===== src/hdl/ecpu_pkg.sv =====
`timescale 1ns / 1ps
`default_nettype none

package ecpu_pkg;

   localparam int DATA_W    = 8;
   localparam int ADDR_W    = 8;
   localparam int MEM_DEPTH = 256;
   localparam int STEP_W    = 5;
   localparam int GPR_COUNT = 4;

   typedef enum logic [1:0] {
      OPK_TICK  = 2'd0,
      OPK_WRITE = 2'd1,
      OPK_READ  = 2'd2,
      OPK_NOP   = 2'd3
   } op_kind_type;

   typedef enum logic [3:0] {
      OPC_AND   = 4'h0,
      OPC_OR    = 4'h1,
      OPC_XOR   = 4'h2,
      OPC_ADD   = 4'h3,
      OPC_SUB   = 4'h4,
      OPC_NOT   = 4'h5,
      OPC_SHR   = 4'h6,
      OPC_SHL   = 4'h7,
      OPC_LOAD  = 4'h8,
      OPC_WRT   = 4'h9,
      OPC_JMPZ  = 4'hA,
      OPC_JMP   = 4'hB,
      OPC_LOADL = 4'hC,
      OPC_WRTL  = 4'hD,
      OPC_HALT  = 4'hF
   } opcode_type;

   typedef enum logic [STEP_W-1:0] {
      CS_FETCH        = 5'd0,
      CS_ALU_WB       = 5'd1,
      CS_SAVE_RET     = 5'd2,
      CS_REG_ADDR     = 5'd3,
      CS_INC_REQ      = 5'd4,
      CS_INC_WAIT     = 5'd5,
      CS_PC_REQ       = 5'd6,
      CS_PC_WAIT      = 5'd7,
      CS_LOAD_WB      = 5'd8,
      CS_STORE        = 5'd9,
      CS_STORE_WAIT   = 5'd10,
      CS_RESTORE      = 5'd11,
      CS_RESTORE_WAIT = 5'd12,
      CS_SKIP_WAIT    = 5'd13,
      CS_SKIP_INC     = 5'd14,
      CS_JUMP         = 5'd15,
      CS_JUMP_WAIT    = 5'd16,
      CS_NEXT_WAIT    = 5'd17,
      CS_HALT         = 5'd18,
      CS_ALU_WAIT     = 5'd19,
      CS_LOAD_WAIT    = 5'd20
   } ctrl_state_type;

   typedef enum logic {
      PH_IDLE   = 1'b0,
      PH_FINISH = 1'b1
   } phase_type;

   typedef struct packed {
      logic mem_ack;
      logic mem_req;
      logic inc_ack;
      logic inc_req;
      logic pc_ack;
      logic pc_req;
      logic reg_ack;
      logic reg_req;
   } hs_type;

   typedef struct packed {
      logic [DATA_W-1:0] instruction;
      logic [DATA_W-1:0] return_address;
      logic [DATA_W-1:0] pc_load_value;
      logic [DATA_W-1:0] fetched_operand;
      logic [DATA_W-1:0] register_load_value;
      logic [DATA_W-1:0] memory_write_value;
      hs_type            flags;
      ctrl_state_type    step;
      logic              halt;
   } ctrl_regs_type;

endpackage

`default_nettype wire


===== src/hdl/ecpu_req_if.sv =====
`timescale 1ns / 1ps
`default_nettype none

interface ecpu_req_if
   import ecpu_pkg::*;
   ();
   logic              valid;
   logic              ready;
   logic [1:0]        operation;
   logic [ADDR_W-1:0] address;
   logic [DATA_W-1:0] write_data;

   modport source (output valid, output operation, output address, output write_data,
                   input ready);
   modport sink (input valid, input operation, input address, input write_data,
                 output ready);
endinterface

`default_nettype wire


===== src/hdl/ecpu_rsp_if.sv =====
`timescale 1ns / 1ps
`default_nettype none

interface ecpu_rsp_if
   import ecpu_pkg::*;
   ();
   logic              valid;
   logic              ready;
   logic              halted;
   logic [ADDR_W-1:0] program_counter;
   logic [DATA_W-1:0] read_data;
   logic [STEP_W-1:0] controller_step;

   modport source (output valid, output halted, output program_counter, output read_data,
                   output controller_step, input ready);
   modport sink (input valid, input halted, input program_counter, input read_data,
                 input controller_step, output ready);
endinterface

`default_nettype wire


===== src/hdl/ecpu_ctrl.sv =====
`timescale 1ns / 1ps
`default_nettype none

module ecpu_ctrl
   import ecpu_pkg::*;
   (
   input  ctrl_regs_type     cur,
   input  logic [ADDR_W-1:0] pc,
   input  logic [DATA_W-1:0] operand_a,
   input  logic [DATA_W-1:0] operand_b,
   input  logic [DATA_W-1:0] latch,
   output ctrl_regs_type     nxt
   );

   opcode_type op;

   assign op = opcode_type'(cur.instruction[7:4]);

   always_comb begin
      nxt = cur;
      case (cur.step)
         CS_FETCH: begin
            nxt.instruction = latch;
            nxt.step = latch[7] ? CS_SAVE_RET : CS_ALU_WB;
         end
         CS_ALU_WB: begin
            nxt.flags.reg_req = 1'b1;
            nxt.step = CS_ALU_WAIT;
         end
         CS_SAVE_RET: begin
            nxt.return_address = pc;
            nxt.step = (op == OPC_LOADL || op == OPC_WRTL) ? CS_REG_ADDR : CS_INC_REQ;
         end
         CS_REG_ADDR: begin
            nxt.pc_load_value = operand_a;
            nxt.step = CS_PC_REQ;
         end
         CS_INC_REQ: begin
            nxt.flags.inc_req = 1'b1;
            nxt.step = CS_INC_WAIT;
         end
         CS_INC_WAIT: begin
            if (cur.flags.inc_ack) begin
               nxt.flags.inc_req = 1'b0;
               nxt.pc_load_value = latch;
               nxt.step = CS_PC_REQ;
            end
         end
         CS_PC_REQ: begin
            nxt.flags.pc_req = 1'b1;
            nxt.step = CS_PC_WAIT;
         end
         CS_PC_WAIT: begin
            if (cur.flags.pc_ack) begin
               nxt.flags.pc_req = 1'b0;
               nxt.fetched_operand = latch;
               case (op)
                  OPC_LOAD, OPC_LOADL: nxt.step = CS_LOAD_WB;
                  OPC_WRT, OPC_WRTL:   nxt.step = CS_STORE;
                  OPC_JMPZ:            nxt.step = (operand_b == '0) ? CS_JUMP : CS_RESTORE;
                  OPC_JMP:             nxt.step = CS_JUMP;
                  OPC_HALT:            nxt.step = CS_HALT;
                  default:             nxt.step = cur.step;
               endcase
            end
         end
         CS_LOAD_WB: begin
            nxt.register_load_value = cur.fetched_operand;
            nxt.flags.reg_req = 1'b1;
            nxt.step = CS_LOAD_WAIT;
         end
         CS_STORE: begin
            nxt.memory_write_value = operand_b;
            nxt.flags.mem_req = 1'b1;
            nxt.step = CS_STORE_WAIT;
         end
         CS_STORE_WAIT: begin
            if (cur.flags.mem_ack) begin
               nxt.flags.mem_req = 1'b0;
               nxt.step = CS_RESTORE;
            end
         end
         CS_RESTORE: begin
            nxt.pc_load_value = cur.return_address;
            nxt.flags.pc_req = 1'b1;
            nxt.step = CS_RESTORE_WAIT;
         end
         CS_RESTORE_WAIT: begin
            if (cur.flags.pc_ack) begin
               nxt.flags.pc_req = 1'b0;
               nxt.flags.inc_req = 1'b1;
               nxt.step = (op != OPC_LOADL && op != OPC_WRTL) ? CS_SKIP_WAIT : CS_NEXT_WAIT;
            end
         end
         CS_SKIP_WAIT: begin
            if (cur.flags.inc_ack) begin
               nxt.flags.inc_req = 1'b0;
               nxt.step = CS_SKIP_INC;
            end
         end
         CS_SKIP_INC: begin
            nxt.flags.inc_req = 1'b1;
            nxt.step = CS_NEXT_WAIT;
         end
         CS_JUMP: begin
            nxt.pc_load_value = cur.fetched_operand;
            nxt.flags.pc_req = 1'b1;
            nxt.step = CS_JUMP_WAIT;
         end
         CS_JUMP_WAIT: begin
            if (cur.flags.pc_ack) begin
               nxt.flags.pc_req = 1'b0;
               nxt.step = CS_FETCH;
            end
         end
         CS_NEXT_WAIT: begin
            if (cur.flags.inc_ack) begin
               nxt.flags.inc_req = 1'b0;
               nxt.step = CS_FETCH;
            end
         end
         CS_HALT: begin
            nxt.halt = 1'b1;
         end
         CS_ALU_WAIT: begin
            if (cur.flags.reg_ack) begin
               nxt.flags.reg_req = 1'b0;
               nxt.flags.inc_req = 1'b1;
               nxt.step = CS_NEXT_WAIT;
            end
         end
         CS_LOAD_WAIT: begin
            if (cur.flags.reg_ack) begin
               nxt.flags.reg_req = 1'b0;
               nxt.step = CS_RESTORE;
            end
         end
         default: begin
            nxt = cur;
         end
      endcase
   end

endmodule

`default_nettype wire


===== src/hdl/eight_bit_multicycle_cpu_core.sv =====
// Sequence: when a word is accepted, the datapath units run and the memory access starts;
// in the finish phase, the memory read data is taken into the response registers.
// A new word is taken only in the idle phase and while no earlier response is held unread.
// Reset: synchronous; registers, handshake flags, program counter and controller clear,
// memory contents stay undefined until written.
`timescale 1ns / 1ps
`default_nettype none

module eight_bit_multicycle_cpu_core
   import ecpu_pkg::*;
   (
   input  logic       clock,
   input  logic       reset,
   ecpu_req_if.sink   req,
   ecpu_rsp_if.source rsp
   );

   logic [DATA_W-1:0] mem [MEM_DEPTH];
   logic [DATA_W-1:0] mem_rdata_ff;
   logic              mem_we;
   logic [ADDR_W-1:0] mem_addr;
   logic [DATA_W-1:0] mem_wdata;

   phase_type         phase_ff, phase_in;
   op_kind_type       op_ff, op_in;

   ctrl_regs_type     ctrl_ff, ctrl_in, ctrl_nxt;
   logic [DATA_W-1:0] gpr_ff [GPR_COUNT];
   logic [DATA_W-1:0] gpr_in [GPR_COUNT];
   logic [DATA_W-1:0] opa_ff, opa_in;
   logic [DATA_W-1:0] opb_ff, opb_in;
   logic [DATA_W-1:0] alu_ff, alu_in;
   logic [ADDR_W-1:0] pc_ff, pc_in;

   logic              rsp_valid_ff, rsp_valid_in;
   logic              rsp_halted_ff, rsp_halted_in;
   logic [ADDR_W-1:0] rsp_pc_ff, rsp_pc_in;
   logic [DATA_W-1:0] rsp_rdata_ff, rsp_rdata_in;
   logic [STEP_W-1:0] rsp_step_ff, rsp_step_in;

   logic              req_ready;
   logic              accept;
   logic              finish;
   op_kind_type       req_op;
   opcode_type        opc;
   hs_type            flags_u;
   logic [1:0]        dst;
   logic [1:0]        src;
   logic              tick_we;

   assign req_op    = op_kind_type'(req.operation);
   assign req_ready = (phase_ff == PH_IDLE) && (!rsp_valid_ff || rsp.ready);
   assign req.ready = req_ready;
   assign accept    = req.valid && req_ready;
   assign finish    = (phase_ff == PH_FINISH);
   assign opc       = opcode_type'(ctrl_ff.instruction[7:4]);
   assign dst       = ctrl_ff.instruction[1:0];
   assign src       = ctrl_ff.instruction[3:2];

   always_comb begin
      flags_u = ctrl_ff.flags;
      gpr_in  = gpr_ff;
      opa_in  = opa_ff;
      opb_in  = opb_ff;
      alu_in  = alu_ff;
      pc_in   = pc_ff;
      tick_we = 1'b0;

      if (accept && req_op == OPK_TICK) begin
         if (flags_u.reg_req && !flags_u.reg_ack) begin
            gpr_in[dst] = ctrl_ff.instruction[7] ? ctrl_ff.register_load_value : alu_ff;
            flags_u.reg_ack = 1'b1;
         end
         if (!flags_u.reg_req && flags_u.reg_ack) begin
            flags_u.reg_ack = 1'b0;
         end

         if (opc < OPC_NOT || opc == OPC_LOADL || opc == OPC_WRTL) begin
            opa_in = gpr_in[src];
            opb_in = gpr_in[dst];
         end else if (opc < OPC_JMP) begin
            opb_in = gpr_in[dst];
         end

         case (opc)
            OPC_AND: alu_in = opb_in & opa_in;
            OPC_OR:  alu_in = opb_in | opa_in;
            OPC_XOR: alu_in = opb_in ^ opa_in;
            OPC_ADD: alu_in = opb_in + opa_in;
            OPC_SUB: alu_in = opb_in - opa_in;
            OPC_NOT: alu_in = ~opb_in;
            OPC_SHR: alu_in = {1'b0, opb_in[DATA_W-1:1]};
            OPC_SHL: alu_in = {opb_in[DATA_W-2:0], 1'b0};
            default: alu_in = '0;
         endcase

         if (flags_u.pc_req && !flags_u.pc_ack) begin
            pc_in = ctrl_ff.pc_load_value;
            flags_u.pc_ack = 1'b1;
         end
         if (!flags_u.pc_req && flags_u.pc_ack) begin
            flags_u.pc_ack = 1'b0;
         end
         if (flags_u.inc_req && !flags_u.inc_ack) begin
            pc_in = pc_in + ADDR_W'(1);
            flags_u.inc_ack = 1'b1;
         end
         if (!flags_u.inc_req && flags_u.inc_ack) begin
            flags_u.inc_ack = 1'b0;
         end

         if (flags_u.mem_req && !flags_u.mem_ack) begin
            tick_we = 1'b1;
            flags_u.mem_ack = 1'b1;
         end
         if (!flags_u.mem_req && flags_u.mem_ack) begin
            flags_u.mem_ack = 1'b0;
         end
      end
   end

   always_comb begin
      mem_we    = 1'b0;
      mem_addr  = req.address;
      mem_wdata = req.write_data;
      if (accept) begin
         case (req_op)
            OPK_TICK: begin
               mem_we    = tick_we;
               mem_addr  = pc_in;
               mem_wdata = ctrl_ff.memory_write_value;
            end
            OPK_WRITE: begin
               mem_we = 1'b1;
            end
            default: begin
               mem_we = 1'b0;
            end
         endcase
      end
   end

   always_ff @(posedge clock) begin
      if (mem_we) begin
         mem[mem_addr] <= mem_wdata;
      end
      mem_rdata_ff <= mem_we ? mem_wdata : mem[mem_addr];
   end

   ecpu_ctrl u_ctrl (
      .cur       (ctrl_ff),
      .pc        (pc_ff),
      .operand_a (opa_ff),
      .operand_b (opb_ff),
      .latch     (mem_rdata_ff),
      .nxt       (ctrl_nxt)
   );

   always_comb begin
      phase_in = phase_ff;
      op_in    = op_ff;
      ctrl_in  = ctrl_ff;
      case (phase_ff)
         PH_IDLE: begin
            if (accept) begin
               phase_in = PH_FINISH;
               op_in    = req_op;
               ctrl_in.flags = flags_u;
            end
         end
         PH_FINISH: begin
            phase_in = PH_IDLE;
            if (op_ff == OPK_TICK) begin
               ctrl_in = ctrl_nxt;
            end
         end
         default: begin
            phase_in = PH_IDLE;
         end
      endcase
   end

   always_comb begin
      rsp_valid_in  = rsp_valid_ff && !rsp.ready;
      rsp_halted_in = rsp_halted_ff;
      rsp_pc_in     = rsp_pc_ff;
      rsp_rdata_in  = rsp_rdata_ff;
      rsp_step_in   = rsp_step_ff;
      if (finish) begin
         rsp_valid_in  = 1'b1;
         rsp_halted_in = ctrl_in.halt;
         rsp_pc_in     = pc_ff;
         rsp_rdata_in  = (op_ff == OPK_READ) ? mem_rdata_ff : '0;
         rsp_step_in   = ctrl_in.step;
      end
   end

   always_ff @(posedge clock) begin
      if (reset) begin
         phase_ff     <= PH_IDLE;
         rsp_valid_ff <= 1'b0;
         ctrl_ff      <= '0;
         gpr_ff       <= '{default: '0};
         opa_ff       <= '0;
         opb_ff       <= '0;
         alu_ff       <= '0;
         pc_ff        <= '0;
      end else begin
         phase_ff     <= phase_in;
         rsp_valid_ff <= rsp_valid_in;
         ctrl_ff      <= ctrl_in;
         gpr_ff       <= gpr_in;
         opa_ff       <= opa_in;
         opb_ff       <= opb_in;
         alu_ff       <= alu_in;
         pc_ff        <= pc_in;
      end
   end

   always_ff @(posedge clock) begin
      op_ff         <= op_in;
      rsp_halted_ff <= rsp_halted_in;
      rsp_pc_ff     <= rsp_pc_in;
      rsp_rdata_ff  <= rsp_rdata_in;
      rsp_step_ff   <= rsp_step_in;
   end

   assign rsp.valid           = rsp_valid_ff;
   assign rsp.halted          = rsp_halted_ff;
   assign rsp.program_counter = rsp_pc_ff;
   assign rsp.read_data       = rsp_rdata_ff;
   assign rsp.controller_step = rsp_step_ff;

endmodule

`default_nettype wire

===== src/flat_wrapper.sv =====
// flat-port wrapper written by rule: the top's interface ports become plain ports
module eight_bit_multicycle_cpu_core_flat import ecpu_pkg::*;
  (clock, reset, req_valid, req_operation, req_address, req_write_data, req_ready, rsp_valid, rsp_halted, rsp_program_counter, rsp_read_data, rsp_controller_step, rsp_ready);
  ecpu_req_if req_i ();
  ecpu_rsp_if rsp_i ();
  input  logic clock;
  input  logic reset;
  input wire logic [$bits(req_i.valid)-1:0] req_valid;
  input wire logic [$bits(req_i.operation)-1:0] req_operation;
  input wire logic [$bits(req_i.address)-1:0] req_address;
  input wire logic [$bits(req_i.write_data)-1:0] req_write_data;
  output wire logic [$bits(req_i.ready)-1:0] req_ready;
  output wire logic [$bits(rsp_i.valid)-1:0] rsp_valid;
  output wire logic [$bits(rsp_i.halted)-1:0] rsp_halted;
  output wire logic [$bits(rsp_i.program_counter)-1:0] rsp_program_counter;
  output wire logic [$bits(rsp_i.read_data)-1:0] rsp_read_data;
  output wire logic [$bits(rsp_i.controller_step)-1:0] rsp_controller_step;
  input wire logic [$bits(rsp_i.ready)-1:0] rsp_ready;
  assign req_i.valid = req_valid;
  assign req_i.operation = req_operation;
  assign req_i.address = req_address;
  assign req_i.write_data = req_write_data;
  assign req_ready = req_i.ready;
  assign rsp_valid = rsp_i.valid;
  assign rsp_halted = rsp_i.halted;
  assign rsp_program_counter = rsp_i.program_counter;
  assign rsp_read_data = rsp_i.read_data;
  assign rsp_controller_step = rsp_i.controller_step;
  assign rsp_i.ready = rsp_ready;
  eight_bit_multicycle_cpu_core u_core (.clock(clock), .reset(reset), .req(req_i), .rsp(rsp_i));
endmodule

===== config.mk =====
export PLATFORM = sky130hd
export DESIGN_NAME = eight_bit_multicycle_cpu_core_flat
export DESIGN_NICKNAME = d
export VERILOG_FILES = /design/src/hdl/ecpu_pkg.sv /design/src/hdl/ecpu_req_if.sv /design/src/hdl/ecpu_rsp_if.sv /design/src/hdl/ecpu_ctrl.sv /design/src/hdl/eight_bit_multicycle_cpu_core.sv /design/src/flat_wrapper.sv
export SDC_FILE = /design/constraint.sdc
export NUM_CORES = 2
export LEC_CHECK = 0
export BUFFER_PORTS_ARGS = -buffer_cell sky130_fd_sc_hd__buf_4
export CAP_MARGIN = 20
export CORE_MARGIN = 2
export CORE_UTILIZATION = 45
export DETAILED_ROUTE_END_ITERATION = 16
export SETUP_SLACK_MARGIN = 0.4
export SYNTH_ARGS = -nofsm -noshare
export SYNTH_HDL_FRONTEND = slang
export SYNTH_SLANG_ARGS = --single-unit

===== constraint.sdc =====
create_clock -name clock -period 6.75 [get_ports clock]
set_input_delay 1.35 -clock clock [delete_from_list [all_inputs] [get_ports clock]]
set_output_delay 1.35 -clock clock [all_outputs]
set_load 0.02 [all_outputs]

# Word-level counts from Yosys, hierarchy flattened
# Memories as Yosys holds them, arrays and structs flattened. A register that Yosys moved wholly into a read port is not among the register bits.
# Index checks and enable logic that the tools add are counted.
# word_totals
reg_bits	152
ram_bits	2048
inputBits	22
output_inout_bits	24
elab_cells	234
mem_count	1
# op_classes
add_sub_neg	3
order_cmp	5
n_eq_ne	52
n_mux	82
bitwise_logic	7
reduce_logical	53
# memory_table
name	words	word_bits	read_ports	rd_ports_with_merged_regs	wr	line_no	text
u_core.mem	256	8	1	1	1	eight_bit_multicycle_cpu_core.sv:18	logic [DATA_W-1:0] mem [MEM_DEPTH];
# op_table
op	n
8-bit 2-to-1 mux	21
5-bit one-hot mux with 20 select lines	1
32-bit 2-to-1 mux	2
8-bit one-hot mux with 8 select lines	1
5-bit by 4-bit == test with 1-bit output (second input constant)	8
5-bit 2-to-1 mux	8
8-bit binary-select mux with 2-bit select	2
32-bit bitwise mux	1
8-bit one-hot mux with 4 select lines	1
1-bit 2-to-1 mux	29
4-bit == test (second input constant)	7
5-bit == test (second input constant)	5
5-bit one-hot mux with 5 select lines	1
3-bit inequality test (second input constant)	8
5-bit by 3-bit == test with 1-bit output (second input constant)	4
6-bit 2-to-1 mux	3
8-bit demux with 2-bit select	1
4-bit by 3-bit == test with 1-bit output (second input constant)	4
8-bit one-hot mux with 2 select lines	1
4-bit AND reduction	4
3-bit AND reduction	5
1-bit logical AND	14
13-bit 2-to-1 mux	1
4-bit inequality test (second input constant)	3
39 further kinds	67

# Longest topological paths before layout
# depth
word_depth	16
depth_mapped	20
ltp_nobuf	17

# By module
# A second synthesis with hierarchy kept.
# unflattened
cells_unflattened	4438
hier_area_um2	88657.5
# by_module_without_submodules
module	n_inst	cells_each	area_per_inst_um2	seq_area_each_um2
eight_bit_multicycle_cpu_core	1	4211	86965.9	64942.3
ecpu_ctrl	1	227	1691.6	0.0

# Worst setup path after synthesis
# OpenSTA, ideal clock, no wires.
# synth_path
path_type	input-to-reg
startpoint	in rsp_ready
endpoint	mem u_core.mem[0][0] (data pin)
setup_time_ps	823
arrival_time_ps	6084
required_time_ps	5927
setup_slack_ps	-157
stages	8
n_path_buf	2
path_cell_list	inv_1 > a21oi_1 > nand2_1 > nor3_1 > clkbuf_1 > buf_1 > nand2_1 > nand2_1
# synth_between
elab_chain_len	4
# synth_lines
item	line_no	text
start: declaration	flat_wrapper.sv:18	input wire logic [$bits(rsp_i.ready)-1:0] rsp_ready;
1-bit logical OR	eight_bit_multicycle_cpu_core.sv:52	assign req_ready = (phase_ff == PH_IDLE) && (!rsp_valid_ff || rsp.ready);
1-bit logical AND	eight_bit_multicycle_cpu_core.sv:52	
named net req_ready	flat_wrapper.sv:12	output wire logic [$bits(req_i.ready)-1:0] req_ready;
1-bit logical AND	eight_bit_multicycle_cpu_core.sv:54	assign accept = req.valid && req_ready;
8-bit 2-to-1 mux	eight_bit_multicycle_cpu_core.sv:126	if (accept) begin
named net u_core.mem_wdata[0]	eight_bit_multicycle_cpu_core.sv:22	logic [DATA_W-1:0] mem_wdata;
end: declaration	eight_bit_multicycle_cpu_core.sv:18	
# The timed path passes the listed nets, and every way through them passes these cells.

# Worst setup path after layout
# layout_path
startpoint	reg u_core.ctrl_ff[61] in the netlist's numbering
endpoint	reg u_core.alu_ff[7]
# layout_between
elab_chain_len	12
word_cells_on_any_way	36
cone_classes	add/sub: 2; order compare: 2; eq/ne: 9; mux: 16; bitwise: 4; reduce/logical: 3
# layout_lines
item	line_no	text
start: declaration	eight_bit_multicycle_cpu_core.sv:27	ctrl_regs_type ctrl_ff, ctrl_in, ctrl_nxt;
start signal: assignment	eight_bit_multicycle_cpu_core.sv:211	ctrl_ff <= ctrl_in;
8-bit 2-to-1 mux	eight_bit_multicycle_cpu_core.sv:71	gpr_in[dst] = ctrl_ff.instruction[7] ? ctrl_ff.register_load_value : alu_ff;
32-bit bitwise mux	eight_bit_multicycle_cpu_core.sv:71	
32-bit 2-to-1 mux	eight_bit_multicycle_cpu_core.sv:70	if (flags_u.reg_req && !flags_u.reg_ack) begin
32-bit 2-to-1 mux	eight_bit_multicycle_cpu_core.sv:69	if (accept && req_op == OPK_TICK) begin
8-bit binary-select mux with 2-bit select	eight_bit_multicycle_cpu_core.sv:80, eight_bit_multicycle_cpu_core.sv:82	
8-bit 2-to-1 mux (implied by the code) (2 in a row)	eight_bit_multicycle_cpu_core.sv:80, eight_bit_multicycle_cpu_core.sv:82	
8-bit 2-to-1 mux	eight_bit_multicycle_cpu_core.sv:81	end else if (opc < OPC_JMP) begin
8-bit 2-to-1 mux	eight_bit_multicycle_cpu_core.sv:78	if (opc < OPC_NOT || opc == OPC_LOADL || opc == OPC_WRTL) begin
8-bit 2-to-1 mux	eight_bit_multicycle_cpu_core.sv:69	
8-bit subtractor (tied with other cells)	eight_bit_multicycle_cpu_core.sv:90	OPC_SUB: alu_in = opb_in - opa_in;
8-bit one-hot mux with 8 select lines (*)	eight_bit_multicycle_cpu_core.sv:85	case (opc)
end signal: assignment	eight_bit_multicycle_cpu_core.sv:215	alu_ff <= alu_in;
end: declaration	eight_bit_multicycle_cpu_core.sv:32	logic [DATA_W-1:0] alu_ff, alu_in;
# Every way passes the cells marked *; elsewhere a longest branch is shown, timed or not. The select of a mux whose other input is x is not followed.
# A chain may end at the register's enable or synchronous reset.

==> impl_metrics.ini <==
[worst_setup_path]
crit_fanout = 24
crit_path_max_incr_delay_ps = 1010
cp.required_ps = 7480
crit_type = reg -> reg
r2r_cells = 19
crit_arrival_ps = 5890
cp_top_family = compound AO/OA/AOI/OAI gates
crit_chain = buf_4, mux2_2, mux2i_1, o22ai_1, o41ai_1, buf_4, ha_1, nand2_1, o21ai_0, inv_1, ha_1, nor2b_1, o21ai_0, a21boi_0, o21ai_0, a21oi_1, o21a_1, or3_1, a31o_1
cp_num_cells = 19
cp_slowest_cell = dfxtp_1
cp-end-kind = flop
path_buf_inv = 3
start_kind = flop
critical_path.most_common_cell = o21ai_0

[synthesis]
yosysSeqAreaShare_pct = 73.5
synth_area_leaders = edfxtp_1 70%, mux4_2 17%, dfxtp_1 3.1%
yosys_warnings = 0
yosysTopAreaCell = edfxtp_1
ys_seq_elements = 2208
synthArstFlopShare_pct = 0
syn_area_per_cell_um2 = 19.8
synth_area_mm2 = 0.0883
synthCells = 4458
synth_top_area_share_pct = 70.5
ys_types = 70
synth_flop_cell = edfxtp_1
synth_nets = 4506
synth_edf_count = 2072

[detailed_routing]
vias = 44800
drt_first_pass_iters = 6
drc_errors = 0
post_drt_via_cell_ratio = 6.07
first_iter_violations = 5216
postRouteAntennaNets = 0
wl_per_cell_um = 30.9
routed_wl_um = 228000

[power]
power.total_uw = 29000
p_comb_share_pct = 6.8
ir_worst_vdd_uv = 281
cellPowerDensity_mw_per_mm2 = 292
clock_power_share_pct = 41.1
pwr-share-seq_pct = 52.1
p_sw_uw = 6500
cellInternalPower_uw = 22500
p_leak_uw = 0.0303
swShare_pct = 22.4

[clock_tree]
cts_setup_buffers = 0
cts_tree = built
h-tree-depth = 4
cts.sinks = 2208
clk_path_buf_depth = 3
cts-root-buf = clkbuf_16
cts_buffers = 215
cts_hold_buf = 0
clock_latency_ps = 880
clk_pin_slew_ps = 70
cts.repair.resized = 0

[global_routing]
gr-total-overflow = 0
grt_max_degree = 99
grt_pass1_wl_um = 331000
track_usage_pct = 23.0
antenna_found_initial = 7
grt_pass1_vias = 44400

[timing]
finalSetupViolCount = 0
hold_viol_final = 0
report.final.slew_viol_count = 0
setup_ws_ps = 1590
fin_setup_tns_ps = 0
fin_crit_ps = 5160
max_freq_mhz = 194
rsz0062_at_grt = no
max_slew_margin_pct = 16.8
period_share_pct = 76.4
final.setup_skew_ps = 56.4
tightest_slew_ps = 1210

[placed_design]
hpwl_um = 141000
place_ws_ps = 1410
port-buffer-count = 45
gp_congestion = 0.848
placed_area_mm2 = 0.0921

[worst_hold_path]
hp-class = reg -> reg
min_path_cells = 2

[cells_and_area]
layout_common_cells = 2072 x edfxtp_1, 668 x mux4_2, 427 x nor2_1
n_fill_cell = 15500
layout_commonest_cell = edfxtp_1
regArea_mm2 = 0.0650
syn2layout_area_growth_pct = 12.3
stdcell_area_mm2 = 0.0992
layout-drive-gt1-share_pct = 25.3
final_nets = 4621
multi_input_area_mm2 = 0.0222

[floorplanning]
io_pins = 46
die_width_um = 447
start_util_pct = 45.3
core_area_mm2 = 0.195
die_h_um = 447
rows = 162
die_area_mm2 = 0.200

[status]
status = complete, no violations

[run]
maxCapViolCount = 0
==> metal layers <==
| layer | global-route usage, % | vias up | share of wire (%) |
|---|---|---|---|
| li1 | - | 18500 | - |
| met1 | 33.7 | 24000 | 42 |
| met2 | 36.2 | 1936 | 48 |
| met3 | 3.84 | 297 | 7.5 |
| met4 | 5.86 | 2 | 2.3 |
| met5 | 0 | - | 0.0057 |
==> sequential cells by signal, summed over array words and instances (netlist names), 2 cells and up, named ones only <==
name and cells:
u_core.rsp.program_counter 8, u_core.rsp.controller_step 5, u_core.opa_ff 8, u_core.mem 2048, u_core.rsp.read_data 8, u_core.op_ff 2
u_core.gpr_ff 32, u_core.pc_ff 8, u_core.opb_ff 8, u_core.alu_ff 8, u_core.ctrl_ff 62
==> stage by stage <==
stage,cells,util [%],hold WS (ps)
after floorplan,4458,-,436
after global placement,6978,47.2,451
after detailed placement,6979,47.2,453
after CTS,7378,50.8,462
after global routing,7380,50.9,490
final,7381,50.9,460
==> final cells by class <==
class / count / area share [%]
antenna: 2 / 0.00505
clock buffer: 259 / 5.65
clock inverter: 140 / 1.42
inverter: 42 / 0.162
multi-input combinational: 1939 / 22.3
sequential: 2208 / 65.5
tap: 2624 / 3.31
timing repair buffer: 167 / 1.59
==> power by group through the flow <==
stage	clock (µW)	sequential (µW)	combinational, µW
4_1_cts	12100	15100	1990
6_report	11900	15100	1960
3_5_place_dp	0	15400	1990
3_3_place_gp	0	15400	1980
5_1_grt	12600	15100	2070
2_1_floorplan	0	15400	1210
==> path summary, 6_finish.rpt <==
| kind | from | to | slack (ps) |
|---|---|---|---|
| min reg2reg | u_core.ctrl_ff[18]$_SDFFE_PP0P_ | u_core.ctrl_ff[18]$_SDFFE_PP0P_ | 460 |
| min | u_core.ctrl_ff[18]$_SDFFE_PP0P_ | u_core.ctrl_ff[18]$_SDFFE_PP0P_ | 460 |
| max | u_core.ctrl_ff[61]$_SDFFE_PP0P_ | u_core.alu_ff[7]$_SDFFE_PP0P_ | 1590 |
| max reg2reg | u_core.ctrl_ff[61]$_SDFFE_PP0P_ | u_core.alu_ff[7]$_SDFFE_PP0P_ | 1590 |
==> cell usage after synthesis, types with 14 or more instances <==
cell type / count
edfxtp_1: 2072
mux4_2: 668
nor2_1: 427
nand2_1: 199
clkbuf_1: 137
dfxtp_1: 136
a21oi_1: 107
buf_2: 70
a211oi_1: 60
mux2i_1: 57
o21ai_0: 49
inv_1: 41
nand3_1: 41
buf_1: 37
nor2b_1: 27
ha_1: 25
nor3_1: 25
a31oi_1: 24
nand2b_1: 21
o21ai_1: 18
o211ai_1: 17
a22oi_1: 14
buf_4: 14
==> worst reg2reg max path: cells and delay by family (launching register included) <==
family          cells  cell delay [ps]
simple gates        3              510
compound gates      9             1890
buf+inv             3              660
mux                 2              550
flops               1             1010
fa+ha+maj           2              450
==> kinds of logic after synthesis <==
family	count (synthesis)	share of synthesized area, %
buffers and inverters	311	1.57
AND/OR/NAND/NOR	795	3.83
XOR/XNOR	17	0.169
flip-flops	2208	73.5
multiplexers	737	17.8
AO/OA/AOI/OAI	364	2.67
adder cells (fa/ha/maj)	26	0.377
Power figures use the tool's default switching activity.
